File: config.mk
export PLATFORM = sky130hd
export DESIGN_NAME = msgpack_token_parser
export DESIGN_NICKNAME = d
export VERILOG_FILES = /design/src/rtl/core/mtp_pkg.sv /design/src/rtl/core/mtp_front.sv /design/src/rtl/core/mtp_fifo.sv /design/src/rtl/core/mtp_back.sv /design/src/rtl/core/msgpack_token_parser.sv
export SDC_FILE = /design/constraint.sdc
export NUM_CORES = 1
export LEC_CHECK = 0
export ABC_AREA = 1
export ABC_CLOCK_PERIOD_IN_PS = 7050
export BUFFER_PORTS_ARGS = -buffer_cell sky130_fd_sc_hd__buf_2
export CAP_MARGIN = 20
export CORE_AREA = 2 2 175 177
export DETAILED_ROUTE_END_ITERATION = 8
export DIE_AREA = 0 0 177 179
export GPL_ROUTABILITY_DRIVEN = 0
export MAX_ROUTING_LAYER = met4
export PLACE_DENSITY_LB_ADDON = 0.05
export SLEW_MARGIN = 15
export SYNTH_ARGS = -nofsm -noshare
export SYNTH_HDL_FRONTEND = slang
export SYNTH_SLANG_ARGS = --single-unit
File: constraint.sdc
create_clock -name clk_i -period 7.05 [get_ports clk_i]
set_clock_uncertainty 0.15 [all_clocks]
set_input_delay 0.3525 -clock clk_i [delete_from_list [all_inputs] [get_ports clk_i]]
set_output_delay 0.3525 -clock clk_i [all_outputs]
set_load 0.01 [all_outputs]
File: src/rtl/core/mtp_pkg.sv
package mtp_pkg;

  // token kinds
  localparam logic [3:0] KIND_MAP     = 4'd0;
  localparam logic [3:0] KIND_ARRAY   = 4'd1;
  localparam logic [3:0] KIND_STRHDR  = 4'd2;
  localparam logic [3:0] KIND_STRBYTE = 4'd3;
  localparam logic [3:0] KIND_BOOL    = 4'd4;
  localparam logic [3:0] KIND_UINT    = 4'd5;
  localparam logic [3:0] KIND_F32     = 4'd6;
  localparam logic [3:0] KIND_F64     = 4'd7;
  localparam logic [3:0] KIND_UNSUP   = 4'd8;
  localparam logic [3:0] KIND_TRUNC   = 4'd9;

  // format codes beyond the fixed ranges; all but false and true open a multi-byte item
  localparam logic [7:0] CODE_FALSE   = 8'hc2;
  localparam logic [7:0] CODE_TRUE    = 8'hc3;
  localparam logic [7:0] CODE_FLOAT32 = 8'hca;
  localparam logic [7:0] CODE_FLOAT64 = 8'hcb;
  localparam logic [7:0] CODE_STR8    = 8'hd9;
  localparam logic [7:0] CODE_STR16   = 8'hda;
  localparam logic [7:0] CODE_STR32   = 8'hdb;
  localparam logic [7:0] CODE_MAP16   = 8'hde;
  localparam logic [7:0] CODE_MAP32   = 8'hdf;

  localparam int unsigned FIFO_DEPTH = 4;
  localparam int unsigned FIFO_AW    = $clog2(FIFO_DEPTH);
  localparam int unsigned FIFO_CW    = $clog2(FIFO_DEPTH + 1);

  // what a byte means when it starts a new item
  typedef struct packed {
    logic       emit;
    logic [3:0] kind;
    logic [7:0] value;
    logic [3:0] count;
  } mtp_class_t;

  typedef struct packed {
    logic [7:0] data;
    logic       eom;
    mtp_class_t cls;
  } mtp_item_t;

endpackage

File: src/rtl/core/mtp_front.sv
module mtp_front (
  input  logic                clk_i,
  input  logic                rst_ni,
  input  logic                in_valid_i,
  output logic                in_stall_o,
  input  logic [7:0]          in_byte_i,
  input  logic                end_of_message_i,
  input  logic                full_i,
  output logic                push_o,
  output mtp_pkg::mtp_item_t  item_o
);

  mtp_pkg::mtp_class_t cls;
  logic                seen_q;
  logic                seen_d;

  always_comb begin
    cls.emit  = 1'b1;
    cls.kind  = mtp_pkg::KIND_UNSUP;
    cls.value = in_byte_i;
    cls.count = 4'd0;
    unique case (in_byte_i) inside
      [8'h00:8'h7f]: begin
        cls.kind = mtp_pkg::KIND_UINT;
      end
      [8'h80:8'h8f]: begin
        cls.kind  = mtp_pkg::KIND_MAP;
        cls.value = {4'd0, in_byte_i[3:0]};
      end
      [8'h90:8'h9f]: begin
        cls.kind  = mtp_pkg::KIND_ARRAY;
        cls.value = {4'd0, in_byte_i[3:0]};
      end
      [8'ha0:8'hbf]: begin
        cls.kind  = mtp_pkg::KIND_STRHDR;
        cls.value = {3'd0, in_byte_i[4:0]};
      end
      mtp_pkg::CODE_FALSE, mtp_pkg::CODE_TRUE: begin
        cls.kind  = mtp_pkg::KIND_BOOL;
        cls.value = {7'd0, in_byte_i[0]};
      end
      mtp_pkg::CODE_FLOAT32: begin
        cls.emit  = 1'b0;
        cls.kind  = mtp_pkg::KIND_F32;
        cls.count = 4'd4;
      end
      mtp_pkg::CODE_FLOAT64: begin
        cls.emit  = 1'b0;
        cls.kind  = mtp_pkg::KIND_F64;
        cls.count = 4'd8;
      end
      mtp_pkg::CODE_STR8: begin
        cls.emit  = 1'b0;
        cls.kind  = mtp_pkg::KIND_STRHDR;
        cls.count = 4'd1;
      end
      mtp_pkg::CODE_STR16: begin
        cls.emit  = 1'b0;
        cls.kind  = mtp_pkg::KIND_STRHDR;
        cls.count = 4'd2;
      end
      mtp_pkg::CODE_STR32: begin
        cls.emit  = 1'b0;
        cls.kind  = mtp_pkg::KIND_STRHDR;
        cls.count = 4'd4;
      end
      mtp_pkg::CODE_MAP16: begin
        cls.emit  = 1'b0;
        cls.kind  = mtp_pkg::KIND_MAP;
        cls.count = 4'd2;
      end
      mtp_pkg::CODE_MAP32: begin
        cls.emit  = 1'b0;
        cls.kind  = mtp_pkg::KIND_MAP;
        cls.count = 4'd4;
      end
      default: begin
        cls.kind = mtp_pkg::KIND_UNSUP;
      end
    endcase
  end

  assign in_stall_o    = full_i;
  assign push_o        = in_valid_i && !full_i;
  assign item_o.data   = in_byte_i;
  assign item_o.eom    = end_of_message_i;
  assign item_o.cls    = cls;

  // tracks whether a message is open, for the checks below
  assign seen_d = push_o ? !end_of_message_i : seen_q;

  always_ff @(posedge clk_i or negedge rst_ni) begin
    if (!rst_ni) begin
      seen_q <= 1'b0;
    end else begin
      seen_q <= seen_d;
    end
  end

`ifndef SYNTHESIS
  a_no_push_when_full: assert property (@(posedge clk_i) disable iff (!rst_ni)
    full_i |-> !push_o) else $error("push into full queue");
  a_collect_code_quiet: assert property (@(posedge clk_i) disable iff (!rst_ni)
    (cls.count != 4'd0) |-> !cls.emit) else $error("collect code emits");
  a_open_tracks_eom: assert property (@(posedge clk_i) disable iff (!rst_ni)
    (push_o && end_of_message_i) |=> !seen_q) else $error("message still open");
`endif

endmodule

File: src/rtl/core/mtp_fifo.sv
module mtp_fifo (
  input  logic               clk_i,
  input  logic               rst_ni,
  input  logic               push_i,
  input  mtp_pkg::mtp_item_t item_i,
  input  logic               pop_i,
  output mtp_pkg::mtp_item_t item_o,
  output logic               full_o,
  output logic               empty_o
);

  mtp_pkg::mtp_item_t                 mem_q [mtp_pkg::FIFO_DEPTH];
  logic [mtp_pkg::FIFO_AW-1:0]        wptr_q;
  logic [mtp_pkg::FIFO_AW-1:0]        wptr_d;
  logic [mtp_pkg::FIFO_AW-1:0]        rptr_q;
  logic [mtp_pkg::FIFO_AW-1:0]        rptr_d;
  logic [mtp_pkg::FIFO_CW-1:0]        count_q;
  logic [mtp_pkg::FIFO_CW-1:0]        count_d;

  localparam logic [mtp_pkg::FIFO_AW-1:0] LastIdx = mtp_pkg::FIFO_AW'(mtp_pkg::FIFO_DEPTH - 1);
  localparam logic [mtp_pkg::FIFO_CW-1:0] FullCnt = mtp_pkg::FIFO_CW'(mtp_pkg::FIFO_DEPTH);

  assign full_o  = (count_q == FullCnt);
  assign empty_o = (count_q == '0);
  assign item_o  = mem_q[rptr_q];

  always_comb begin
    wptr_d  = wptr_q;
    rptr_d  = rptr_q;
    count_d = count_q;
    if (push_i) begin
      wptr_d = (wptr_q == LastIdx) ? '0 : wptr_q + 1'b1;
    end
    if (pop_i) begin
      rptr_d = (rptr_q == LastIdx) ? '0 : rptr_q + 1'b1;
    end
    if (push_i && !pop_i) begin
      count_d = count_q + 1'b1;
    end else if (pop_i && !push_i) begin
      count_d = count_q - 1'b1;
    end
  end

  always_ff @(posedge clk_i or negedge rst_ni) begin
    if (!rst_ni) begin
      wptr_q  <= '0;
      rptr_q  <= '0;
      count_q <= '0;
    end else begin
      wptr_q  <= wptr_d;
      rptr_q  <= rptr_d;
      count_q <= count_d;
    end
  end

  always_ff @(posedge clk_i) begin
    if (push_i) begin
      mem_q[wptr_q] <= item_i;
    end
  end

`ifndef SYNTHESIS
  a_count_bound: assert property (@(posedge clk_i) disable iff (!rst_ni)
    count_q <= FullCnt) else $error("queue count overflow");
  a_no_pop_empty: assert property (@(posedge clk_i) disable iff (!rst_ni)
    empty_o |-> !pop_i) else $error("pop from empty queue");
  a_ptr_gap: assert property (@(posedge clk_i) disable iff (!rst_ni)
    (count_q == '0 || count_q == FullCnt) |-> (wptr_q == rptr_q))
    else $error("pointers disagree with count");
`endif

endmodule

File: src/rtl/core/mtp_back.sv
module mtp_back (
  input  logic               clk_i,
  input  logic               rst_ni,
  input  logic               empty_i,
  input  mtp_pkg::mtp_item_t item_i,
  output logic               pop_o,
  output logic               out_valid_o,
  input  logic               out_stall_i,
  output logic [3:0]         token_kind_o,
  output logic [63:0]        token_value_o,
  output logic               end_mark_o
);

  localparam logic [1:0] PH_IDLE    = 2'd0;
  localparam logic [1:0] PH_COLLECT = 2'd1;
  localparam logic [1:0] PH_STRING  = 2'd2;

  logic [1:0]  phase_q, phase_d;
  logic [3:0]  hdr_left_q, hdr_left_d;
  logic [3:0]  pend_kind_q, pend_kind_d;
  logic [63:0] acc_q, acc_d;
  logic [31:0] str_left_q, str_left_d;

  logic        out_valid_q, out_valid_d;
  logic [3:0]  kind_q, kind_d;
  logic [63:0] value_q, value_d;
  logic        end_q, end_d;

  logic        emit;
  logic [3:0]  kind;
  logic [63:0] value;
  logic        out_free;

  assign out_free = !out_valid_q || !out_stall_i;
  assign pop_o    = !empty_i && out_free;

  always_comb begin
    phase_d     = phase_q;
    hdr_left_d  = hdr_left_q;
    pend_kind_d = pend_kind_q;
    acc_d       = acc_q;
    str_left_d  = str_left_q;
    emit        = 1'b0;
    kind        = mtp_pkg::KIND_MAP;
    value       = '0;
    if (pop_o) begin
      unique case (phase_q)
        PH_COLLECT: begin
          acc_d      = {acc_q[55:0], item_i.data};
          hdr_left_d = hdr_left_q - {3'd0, hdr_left_q != 4'd0};
          if (hdr_left_d == 4'd0) begin
            emit    = 1'b1;
            kind    = pend_kind_q;
            value   = acc_d;
            phase_d = PH_IDLE;
            if (pend_kind_q == mtp_pkg::KIND_STRHDR && acc_d[31:0] != 32'd0) begin
              phase_d    = PH_STRING;
              str_left_d = acc_d[31:0];
            end
          end
        end
        PH_STRING: begin
          emit       = 1'b1;
          kind       = mtp_pkg::KIND_STRBYTE;
          value      = {56'd0, item_i.data};
          str_left_d = str_left_q - 32'd1;
          if (str_left_d == 32'd0) begin
            phase_d = PH_IDLE;
          end
        end
        default: begin
          phase_d = PH_IDLE;
          emit    = item_i.cls.emit;
          kind    = item_i.cls.kind;
          value   = {56'd0, item_i.cls.value};
          if (!item_i.cls.emit) begin
            phase_d     = PH_COLLECT;
            pend_kind_d = item_i.cls.kind;
            hdr_left_d  = item_i.cls.count;
            acc_d       = '0;
          end else if (item_i.cls.kind == mtp_pkg::KIND_STRHDR &&
                       item_i.cls.value != 8'd0) begin
            phase_d    = PH_STRING;
            str_left_d = {24'd0, item_i.cls.value};
          end
        end
      endcase
      if (item_i.eom) begin
        // message ends: report what is still missing, then start fresh
        if (phase_d == PH_COLLECT) begin
          emit  = 1'b1;
          kind  = mtp_pkg::KIND_TRUNC;
          value = {60'd0, hdr_left_d};
        end else if (phase_d == PH_STRING) begin
          emit  = 1'b1;
          kind  = mtp_pkg::KIND_TRUNC;
          value = {32'd0, str_left_d};
        end
        phase_d     = PH_IDLE;
        hdr_left_d  = '0;
        pend_kind_d = '0;
        acc_d       = '0;
        str_left_d  = '0;
      end
    end
  end

  always_comb begin
    out_valid_d = out_valid_q;
    kind_d      = kind_q;
    value_d     = value_q;
    end_d       = end_q;
    if (out_free) begin
      out_valid_d = pop_o && emit;
      if (pop_o && emit) begin
        kind_d  = kind;
        value_d = value;
        end_d   = item_i.eom;
      end
    end
  end

  always_ff @(posedge clk_i or negedge rst_ni) begin
    if (!rst_ni) begin
      phase_q     <= PH_IDLE;
      hdr_left_q  <= '0;
      pend_kind_q <= '0;
      acc_q       <= '0;
      str_left_q  <= '0;
      out_valid_q <= 1'b0;
    end else begin
      phase_q     <= phase_d;
      hdr_left_q  <= hdr_left_d;
      pend_kind_q <= pend_kind_d;
      acc_q       <= acc_d;
      str_left_q  <= str_left_d;
      out_valid_q <= out_valid_d;
    end
  end

  always_ff @(posedge clk_i) begin
    kind_q  <= kind_d;
    value_q <= value_d;
    end_q   <= end_d;
  end

  assign out_valid_o   = out_valid_q;
  assign token_kind_o  = kind_q;
  assign token_value_o = value_q;
  assign end_mark_o    = end_q;

`ifndef SYNTHESIS
  a_string_has_len: assert property (@(posedge clk_i) disable iff (!rst_ni)
    (phase_q == PH_STRING) |-> (str_left_q != 32'd0)) else $error("empty string phase");
  a_collect_has_len: assert property (@(posedge clk_i) disable iff (!rst_ni)
    (phase_q == PH_COLLECT) |-> (hdr_left_q != 4'd0)) else $error("empty collect phase");
  a_eom_resets: assert property (@(posedge clk_i) disable iff (!rst_ni)
    (pop_o && item_i.eom) |=> (phase_q == PH_IDLE && end_mark_o && out_valid_o))
    else $error("message end did not reset or report");
  a_no_pop_when_blocked: assert property (@(posedge clk_i) disable iff (!rst_ni)
    (out_valid_q && out_stall_i) |-> !pop_o) else $error("pop while output blocked");
`endif

endmodule

File: src/rtl/core/msgpack_token_parser.sv
// Byte-serial MessagePack tokenizer: one message byte in per transaction, at most one token
// out. Sustained rate is one byte per clock unless the queue fills or the output stalls;
// a byte is decoded by the input classifier, waits in a 4-entry queue and is then run through
// the token state machine, whose output register holds the token. Bytes inside a multi-byte
// header or float give no token until the last one; a message cut short gives a truncated token
// carrying the bytes still missing, and every end-of-message byte gives one.
module msgpack_token_parser (
  input  logic        clk_i,
  input  logic        rst_ni,
  input  logic        in_valid_i,
  output logic        in_stall_o,
  input  logic [7:0]  in_byte_i,
  input  logic        end_of_message_i,
  output logic        out_valid_o,
  input  logic        out_stall_i,
  output logic [3:0]  token_kind_o,
  output logic [63:0] token_value_o,
  output logic        end_mark_o
);

  mtp_pkg::mtp_item_t push_item;
  mtp_pkg::mtp_item_t pop_item;
  logic               push;
  logic               pop;
  logic               full;
  logic               empty;

  mtp_front u_front (
    .clk_i            (clk_i),
    .rst_ni           (rst_ni),
    .in_valid_i       (in_valid_i),
    .in_stall_o       (in_stall_o),
    .in_byte_i        (in_byte_i),
    .end_of_message_i (end_of_message_i),
    .full_i           (full),
    .push_o           (push),
    .item_o           (push_item)
  );

  mtp_fifo u_fifo (
    .clk_i   (clk_i),
    .rst_ni  (rst_ni),
    .push_i  (push),
    .item_i  (push_item),
    .pop_i   (pop),
    .item_o  (pop_item),
    .full_o  (full),
    .empty_o (empty)
  );

  mtp_back u_back (
    .clk_i         (clk_i),
    .rst_ni        (rst_ni),
    .empty_i       (empty),
    .item_i        (pop_item),
    .pop_o         (pop),
    .out_valid_o   (out_valid_o),
    .out_stall_i   (out_stall_i),
    .token_kind_o  (token_kind_o),
    .token_value_o (token_value_o),
    .end_mark_o    (end_mark_o)
  );

endmodule

==> qor.txt, run 1 <==
Die area: 31700 µm²
Max-Cap Viols: 0
Slew of the pin with the lowest slew margin: 1.04 ns
Place WS: 2.44 ns
Max Root-Sink Buffers: 3
Post-DP HPWL: 29.3 mm
Clock sink total: 275
Slew Limit Headroom: 0.301
Vias in the first global route: 12.0k
Synth Area in Adders: 0.0115
Routed wire length: 43.2 mm
Detailed Routing Iterations Pass 1: 5
Antenna violations before repair: 0
Critical path class: flip-flop to flip-flop
Die Width: 177 µm
Post-Route Utilization: 0.554
Clk root buf: clkbuf_16
Hold WC Path Type: input pin to flip-flop
Core area: 30000 µm²
Register area share after synthesis: 0.524
Drt wl/cell: 19.6 µm
Share of the synthesized area in the top cell type: 0.344
Vias: 12.6k
Post-route ant nets: 0
CP max stage delay: 0.62 ns
Syn avg cell area: 8.49 µm²
Rows: 64
I/O Buffers: 83
Top cells by area, synth: edfxtp_1, dfrtp_1, nand2_1
Fill cells: 2825
Clock Latency Late Sink: 0.58 ns
Final setup vio count: 0
Post-CTS Setup Inserts: 0
FMAX: 0.235 GHz
XOR/XNOR Fraction of Synth Area: 0.00297
Post-synth top flop: edfxtp_1
Post-synthesis simple-gate area fraction: 0.260
Period utilization: 0.604
Data required time of the worst path: 7.18 ns
Layout cells sized above 1: 0.127
Maximum VDD drop: 308 µV
Slowest cell on crit path: inv_2
Min Tclk post-route: 4.26 ns
Syn Inst Count: 1739
Arrival @ worst endpoint: 4.39 ns
Setup crit end kind: flip-flop
Total gr overflow: 0
Nature of the critical path startpoint: flip-flop
Final Slew Violations: 0
Largest net degree at the start of global routing: 67
P_leak: 0.00666 µW
Status: complete, no violations
RSZ-0062 raised after global routing: false
Ys Warns: 0
Synth Cell Area: 14800 µm²
Diode count: 0
Global-route wire length before repair: 67.3 mm
Synth-to-Final Area Change: 12.7%
Worst-path cell chain: inv_2 -> nand2_1 -> nand3_1 -> nand2_1 -> nor3_1 -> nand2_1 -> nor2_4 -> nand2_2 -> o22ai_2 -> inv_2 -> nand2_4 -> nand2_8 -> nand2_4 -> nand2_4 -> nand2_1 -> nand2_1 -> inv_2 -> buf_12 -> buf_4
Vias per Instance: 5.70
TritonCTS clock tree: built
Main combinational cell family by area after synthesis: simple AND/OR/NAND/NOR gates
Yosys reg bits: 275
Top cell by count, worst path: nand2_1
Synth unique cells: 46
Die height: 179 µm
Mux share of post-synthesis cell area: 0.000763
Final worst setup slack: 2.79 ns
Starting Density: 0.491
First DRT Iteration DRCs: 1094
CP max FO: 50
Clock transition at the registers of the reported paths: 0.06 ns
Cts bufs inserted: 31
Synth async-reset ratio: 0.385
EDFF count, synth: 169
Fin Setup TNS: 0 ns
Fin nets: 1813
Mapped Nets: 1765
Cell taking the most area after synthesis: edfxtp_1
Total Routing Usage GR: 0.283
P per Cell Area: 532 nW/µm²
Compound-Gate Fraction of Synth Area: 0.132
Fin. Hold Viols: 0
Htree depth: 1
Io pins: 84
# DRC: 0
flip-flops by register name, indices dropped and copies added (netlist names):
| name | cells |
|---|---|
| u_fifo.mem_q | 100 |
| u_back.hdr_left_q | 4 |
| u_back.token_kind_o | 4 |
| u_back.token_value_o | 64 |
| u_back.pend_kind_q | 4 |
| u_back.end_mark_o | 1 |
| u_back.phase_q | 2 |
| u_back.acc_q | 56 |
| u_fifo.wptr_q | 2 |
| u_back.str_left_q | 32 |
| u_fifo.count_q | 3 |
| u_back.out_valid_o | 1 |
| u_fifo.rptr_q | 2 |
cell usage after synthesis, types with 2 or more instances:
master	n
edfxtp_1	169
nor4_1	10
nand3_1	129
ha_1	12
o21bai_1	3
nand3b_1	2
nor2_2	5
nor3_1	39
nor4_2	2
o31ai_1	2
buf_4	6
nand3_4	2
a22oi_1	3
o21ai_0	154
a32oi_1	2
o21a_1	17
nand2_1	390
xor2_1	3
nand2_2	8
inv_2	13
buf_1	4
a21oi_1	84
o211ai_1	5
xnor2_1	2
nand2_4	3
buf_12	2
clkbuf_1	67
buf_2	20
nor2_4	30
dfrtp_1	106
o21ai_1	35
nor2_1	178
inv_1	138
o22ai_1	49
nand4_1	34
what timing repair did:
action                                 4_1_cts  5_1_grt
hold buffers                                11        0
endpoints found under the hold margin       85        0
gates resized for setup                      0        0
routing by layer:
metal | GRT usage | up-vias | wire, µm
li1 | - | 6036 | -
met1 | 0.362 | 5964 | 18300
met2 | 0.451 | 462 | 20300
met3 | 0.0327 | 127 | 2340
met4 | 0.138 | 0 | 2250
met5 | - | - | 0
final timing paths:
kind,from,endpoint,slack [ns],cells past startpoint
max in group asynchronous,rst_ni,u_fifo.wptr_q[1]$_DFFE_PN0P_,5.21,3
setup / recovery,u_fifo.rptr_q[0]$_DFFE_PN0P_,u_back.token_value_o[22]$_SDFFCE_PN0P_,2.79,19
min in group asynchronous,rst_ni,u_back.str_left_q[24]$_DFFE_PN0P_,0.18,2
hold reg to reg,u_back.acc_q[36]$_DFFE_PN0P_,u_back.acc_q[36]$_DFFE_PN0P_,0.34,1
setup reg to reg,u_fifo.rptr_q[0]$_DFFE_PN0P_,u_back.token_value_o[22]$_SDFFCE_PN0P_,2.79,19
hold / removal,in_valid_i,u_fifo.wptr_q[1]$_DFFE_PN0P_,0.06,5
placed cells by master (no fill, tap or decap), types with 8 or more instances in the layout:
cell type and n:
clkbuf_1 8, clkbuf_16 31, edfxtp_1 169, o21ai_1 35
dlygate4sd3_1 11, a21oi_1 84, nor2_2 8, nor3_1 39
nand2_1 389, buf_4 20, nand2_2 9, inv_1 137
ha_1 11, dfrtp_1 106, buf_2 82, nor2_4 33
nor4_1 10, nand4_1 34, o21a_1 17, o21ai_0 154
o22ai_1 49, nand3_1 129, inv_2 14, nor2_1 172
critical path, delay by kind of cell (launching register included):
family | cells | cell delay (ns)
AOI/OAI and AO/OA | 1 | 0.22
and+or+nand+nor | 13 | 1.59
buffers and inverters | 5 | 1.56
DFF | 1 | 0.40
layout make-up:
cell class                 instances  area, µm²  area share
multi-input combinational       1213       6040       0.363
inverter                         151        567      0.0341
clock buffer                      43        861      0.0518
clock inverter                    15        231      0.0139
timing repair buffer             115        711      0.0427
sequential                       275       7730       0.465
tap                              396        495      0.0298
per-stage QoR:
stage / power [µW] / area (µm²) / cells / hold slack [ns]
3_5_place_dp: 7090 / 15400 / 2138 / 0.257
5_1_grt: 9480 / 16600 / 2208 / 0.115
6_report: 8840 / 16600 / 2208 / 0.0553
2_1_floorplan: 5720 / 14800 / 1739 / -0.0931
4_1_cts: 8830 / 16600 / 2207 / 0.0366
3_3_place_gp: 7060 / 15400 / 2138 / 0.258
logic make-up after synthesis:
logic type,count (synthesis)
DFF,275
and+or+nand+nor,837
AOI/OAI and AO/OA,357
xor gates and xnor gates,5
buffers and inverters,251
muxes,1
adders and majority gates,13
report_power, final:
group | internal, µW | switching (µW) | leakage [µW]
clock network | 1040 | 680 | 0.000519
logic | 1260 | 3230 | 0.00312
registers | 2370 | 267 | 0.00302
total | 4670 | 4170 | 0.00666
Power figures use the tool's default switching activity.
==> inputs of run 2 (changes only) <==
--- a/config.mk
+++ b/config.mk
@@ -6,7 +6,7 @@
 export NUM_CORES = 1
 export LEC_CHECK = 0
 export ABC_AREA = 1
-export ABC_CLOCK_PERIOD_IN_PS = 7050
+export ABC_CLOCK_PERIOD_IN_PS = 4400
 export BUFFER_PORTS_ARGS = -buffer_cell sky130_fd_sc_hd__buf_2
 export CAP_MARGIN = 20
 export CORE_AREA = 2 2 175 177
==> constraint.sdc (replaced) <==
create_clock -name clk_i -period 4.4 [get_ports clk_i]
set_clock_uncertainty 0.15 [all_clocks]
set_input_delay 0.22 -clock clk_i [delete_from_list [all_inputs] [get_ports clk_i]]
set_output_delay 0.22 -clock clk_i [all_outputs]
set_load 0.01 [all_outputs]
==> qor.txt, run 2 (synthesis gave the netlist of run 1 again) <==
Die height: 179 µm (unchanged)
Arrival @ worst endpoint: 3.96 ns (-0.43 ns)
CP max stage delay: 0.41 ns (-0.21 ns)
Rows: 64 (unchanged)
Period utilization: 0.888 (+0.283)
Max Root-Sink Buffers: 3 (unchanged)
Setup crit end kind: flip-flop
Synth-to-Final Area Change: 12.5%
Vias per Instance: 5.70 (about the same)
Place WS: 0.524 ns (-1.92 ns)
Die area: 31700 µm² (unchanged)
Routed wire length: 42.6 mm (-1.3%)
# DRC: 0 (unchanged)
FMAX: 0.256 GHz (+9.1%)
Final setup vio count: 0 (unchanged)
Buf+Inv Stages, Crit Path: 3 (-2)
Clock Latency Late Sink: 0.57 ns (about the same)
Net Switching: 6630 µW (+59%)
Starting Density: 0.491 (unchanged)
Total Routing Usage GR: 0.279 (-0.00348)
Post-route ant nets: 0 (unchanged)
Core area: 30000 µm² (unchanged)
Slowest cell on crit path: buf_4
Worst-path cell chain: inv_1 -> ha_1 -> nand2_1 -> nor2_2 -> nand2_1 -> nor2_2 -> nand2_1 -> nand2_1 -> nand2_1 -> nor2_1 -> nand2_1 -> nor2_1 -> nand3_1 -> nand3_1 -> nand3_2 -> nand2_2 -> nand2_8 -> nand2_4 -> nand2_4 -> nand2_1 -> nand2_1 -> inv_2 -> buf_4
Hold WC Path Type: input pin to asynchronous set/reset pin
Post-Route Utilization: 0.553 (-0.00104)
Final Slew Violations: 0 (unchanged)
Antenna violations before repair: 0 (unchanged)
First DRT Iteration DRCs: 1226 (+12%)
Top cell by count, worst path: nand2_1
Max reg flops: 100 (unchanged)
P per Cell Area: 839 nW/µm² (+58%)
Total gr overflow: 0 (unchanged)
Drt wl/cell: 19.3 µm (-1.5%)
Worst reg-to-reg path cell count: 23 (+4)
Maximum VDD drop: 472 µV (+53%)
Most frequent cells in the layout: nand2_1, nor2_1, edfxtp_1, o21ai_0, inv_1
Sw Share: 0.476 (+0.00383)
Clock power share: 0.178 (-0.017)
Fin Setup TNS: 0 ns (unchanged)
Vias: 12.6k (+0.25%)
P_leak: 0.00665 µW (about the same)
TritonCTS clock tree: built
Min Tclk post-route: 3.91 ns (-0.354 ns)
Global-route wire length before repair: 66.6 mm (-1.1%)
Post-DP HPWL: 29.2 mm (-0.23%)
Placed Cells incl. Taps: 2147 (+0.42%)
Stages on worst setup path: 23 (+4)
Io pins: 84 (unchanged)
Fin. Hold Viols: 0 (unchanged)
Critical path class: flip-flop to flip-flop
RSZ-0062 raised after global routing: false
Largest net degree at the start of global routing: 113 (+69%)
CP max FO: 39 (-22%)
Nature of the critical path startpoint: flip-flop
Gate power share: 0.517 (+0.010)
Fin nets: 1821 (+0.44%)
Non-Filler Instances: 2213 (+0.23%)
Cts bufs inserted: 30 (-3.2%)
Sequential share of power: 0.305 (+0.007)
Post-CTS Setup Inserts: 0 (unchanged)
Clk root buf: clkbuf_16
P_int: 7310 µW (+56%)
Layout cells sized above 1: 0.126 (-0.00145)
Top reg by flops: u_fifo.mem_q
Die Width: 177 µm (unchanged)
Slew of the pin with the lowest slew margin: 0.891 ns (-0.153 ns)
Clock transition at the registers of the reported paths: 0.06 ns (about the same)
Commonest non-fill, non-tap cell in the layout: nand2_1
Status: complete, no violations
Data required time of the worst path: 4.46 ns (-2.72 ns)
Max-Cap Viols: 0 (unchanged)
Vias in the first global route: 11.8k (-1.4%)
Slew Limit Headroom: 0.399 (+0.0972)
Final worst setup slack: 0.495 ns (-2.30 ns)
Detailed Routing Iterations Pass 1: 6 (+1)
Htree depth: 1 (unchanged)
Diode count: 0 (unchanged)
I/O Buffers: 83 (unchanged)
Delay-heaviest family, CP: simple AND/OR/NAND/NOR gates
Clock sink total: 275 (unchanged)
## run 2: timing repair
action,4_1_cts,5_1_grt
endpoints found under the hold margin,116,0
resized for setup,0,0
hold buffers,12,0
## run 2: layout make-up
class                   count  area [µm²]
flip-flops and latches    275        7730
clock buffers              45         891
well taps                 396         495
inverters                 151         567
multi-input cells        1213        6040
repair buffers            124         806
fillers                  2795       13400
clock inverters             9        70.1
## run 2: metal layers
metal	vias to the layer above	share of wire	GRT usage	wire [µm]
met1	5972	0.42	0.360	17900
met4	0	0.051	0.128	2160
met5	-	0	-	0
met3	120	0.061	0.0324	2620
li1	6032	-	-	-
met2	497	0.47	0.445	19900
## run 2: worst reg2reg max path: stages (launching register included)
cell	delay [ns]
dfrtp_1	0.40
inv_1	0.14
ha_1	0.28
nand2_1	0.11
nor2_2	0.18
nand2_1	0.15
nor2_2	0.18
nand2_1	0.06
nand2_1	0.06
nand2_1	0.09
nor2_1	0.12
nand2_1	0.08
nor2_1	0.09
nand3_1	0.11
nand3_1	0.11
nand3_2	0.09
nand2_2	0.19
nand2_8	0.11
nand2_4	0.09
nand2_4	0.09
nand2_1	0.08
nand2_1	0.07
inv_2	0.08
buf_4	0.41
## run 2: power by group through the flow
stage / clock network [µW] / registers (µW) / logic [µW]
3_5_place_dp: 0 / 4290 / 7130
5_1_grt: 2610 / 4340 / 7990
6_report: 2470 / 4260 / 7200
3_3_place_gp: 0 / 4290 / 7080
2_1_floorplan: 0 / 4350 / 4820
4_1_cts: 2510 / 4250 / 7160
## run 2: final timing paths
check | end | startpoint | slack [ns]
hold reg to reg | u_back.acc_q[34]$_DFFE_PN0P_ | u_back.acc_q[34]$_DFFE_PN0P_ | 0.34
setup / recovery | u_back.token_value_o[38]$_SDFFCE_PN0P_ | u_back.str_left_q[1]$_DFFE_PN0P_ | 0.49
min in group clk_i | u_fifo.mem_q[0][17]$_DFFE_PP_ | end_of_message_i | 0.28
hold / removal | u_back.str_left_q[23]$_DFFE_PN0P_ | rst_ni | 0.11
setup reg to reg | u_back.token_value_o[38]$_SDFFCE_PN0P_ | u_back.str_left_q[1]$_DFFE_PN0P_ | 0.49
max in group asynchronous | u_back.pend_kind_q[3]$_DFFE_PN0P_ | rst_ni | 3.05
## run 2: stage by stage
stage / total power, µW / hold slack (ns) / instance area, µm²
2_1_floorplan: 9160 / -0.226 / 14800
3_5_place_dp: 11400 / 0.192 / 15500
4_1_cts: 13900 / 0.134 / 16600
6_report: 13900 / 0.108 / 16600
5_1_grt: 14900 / 0.203 / 16600
3_3_place_gp: 11400 / 0.196 / 15500
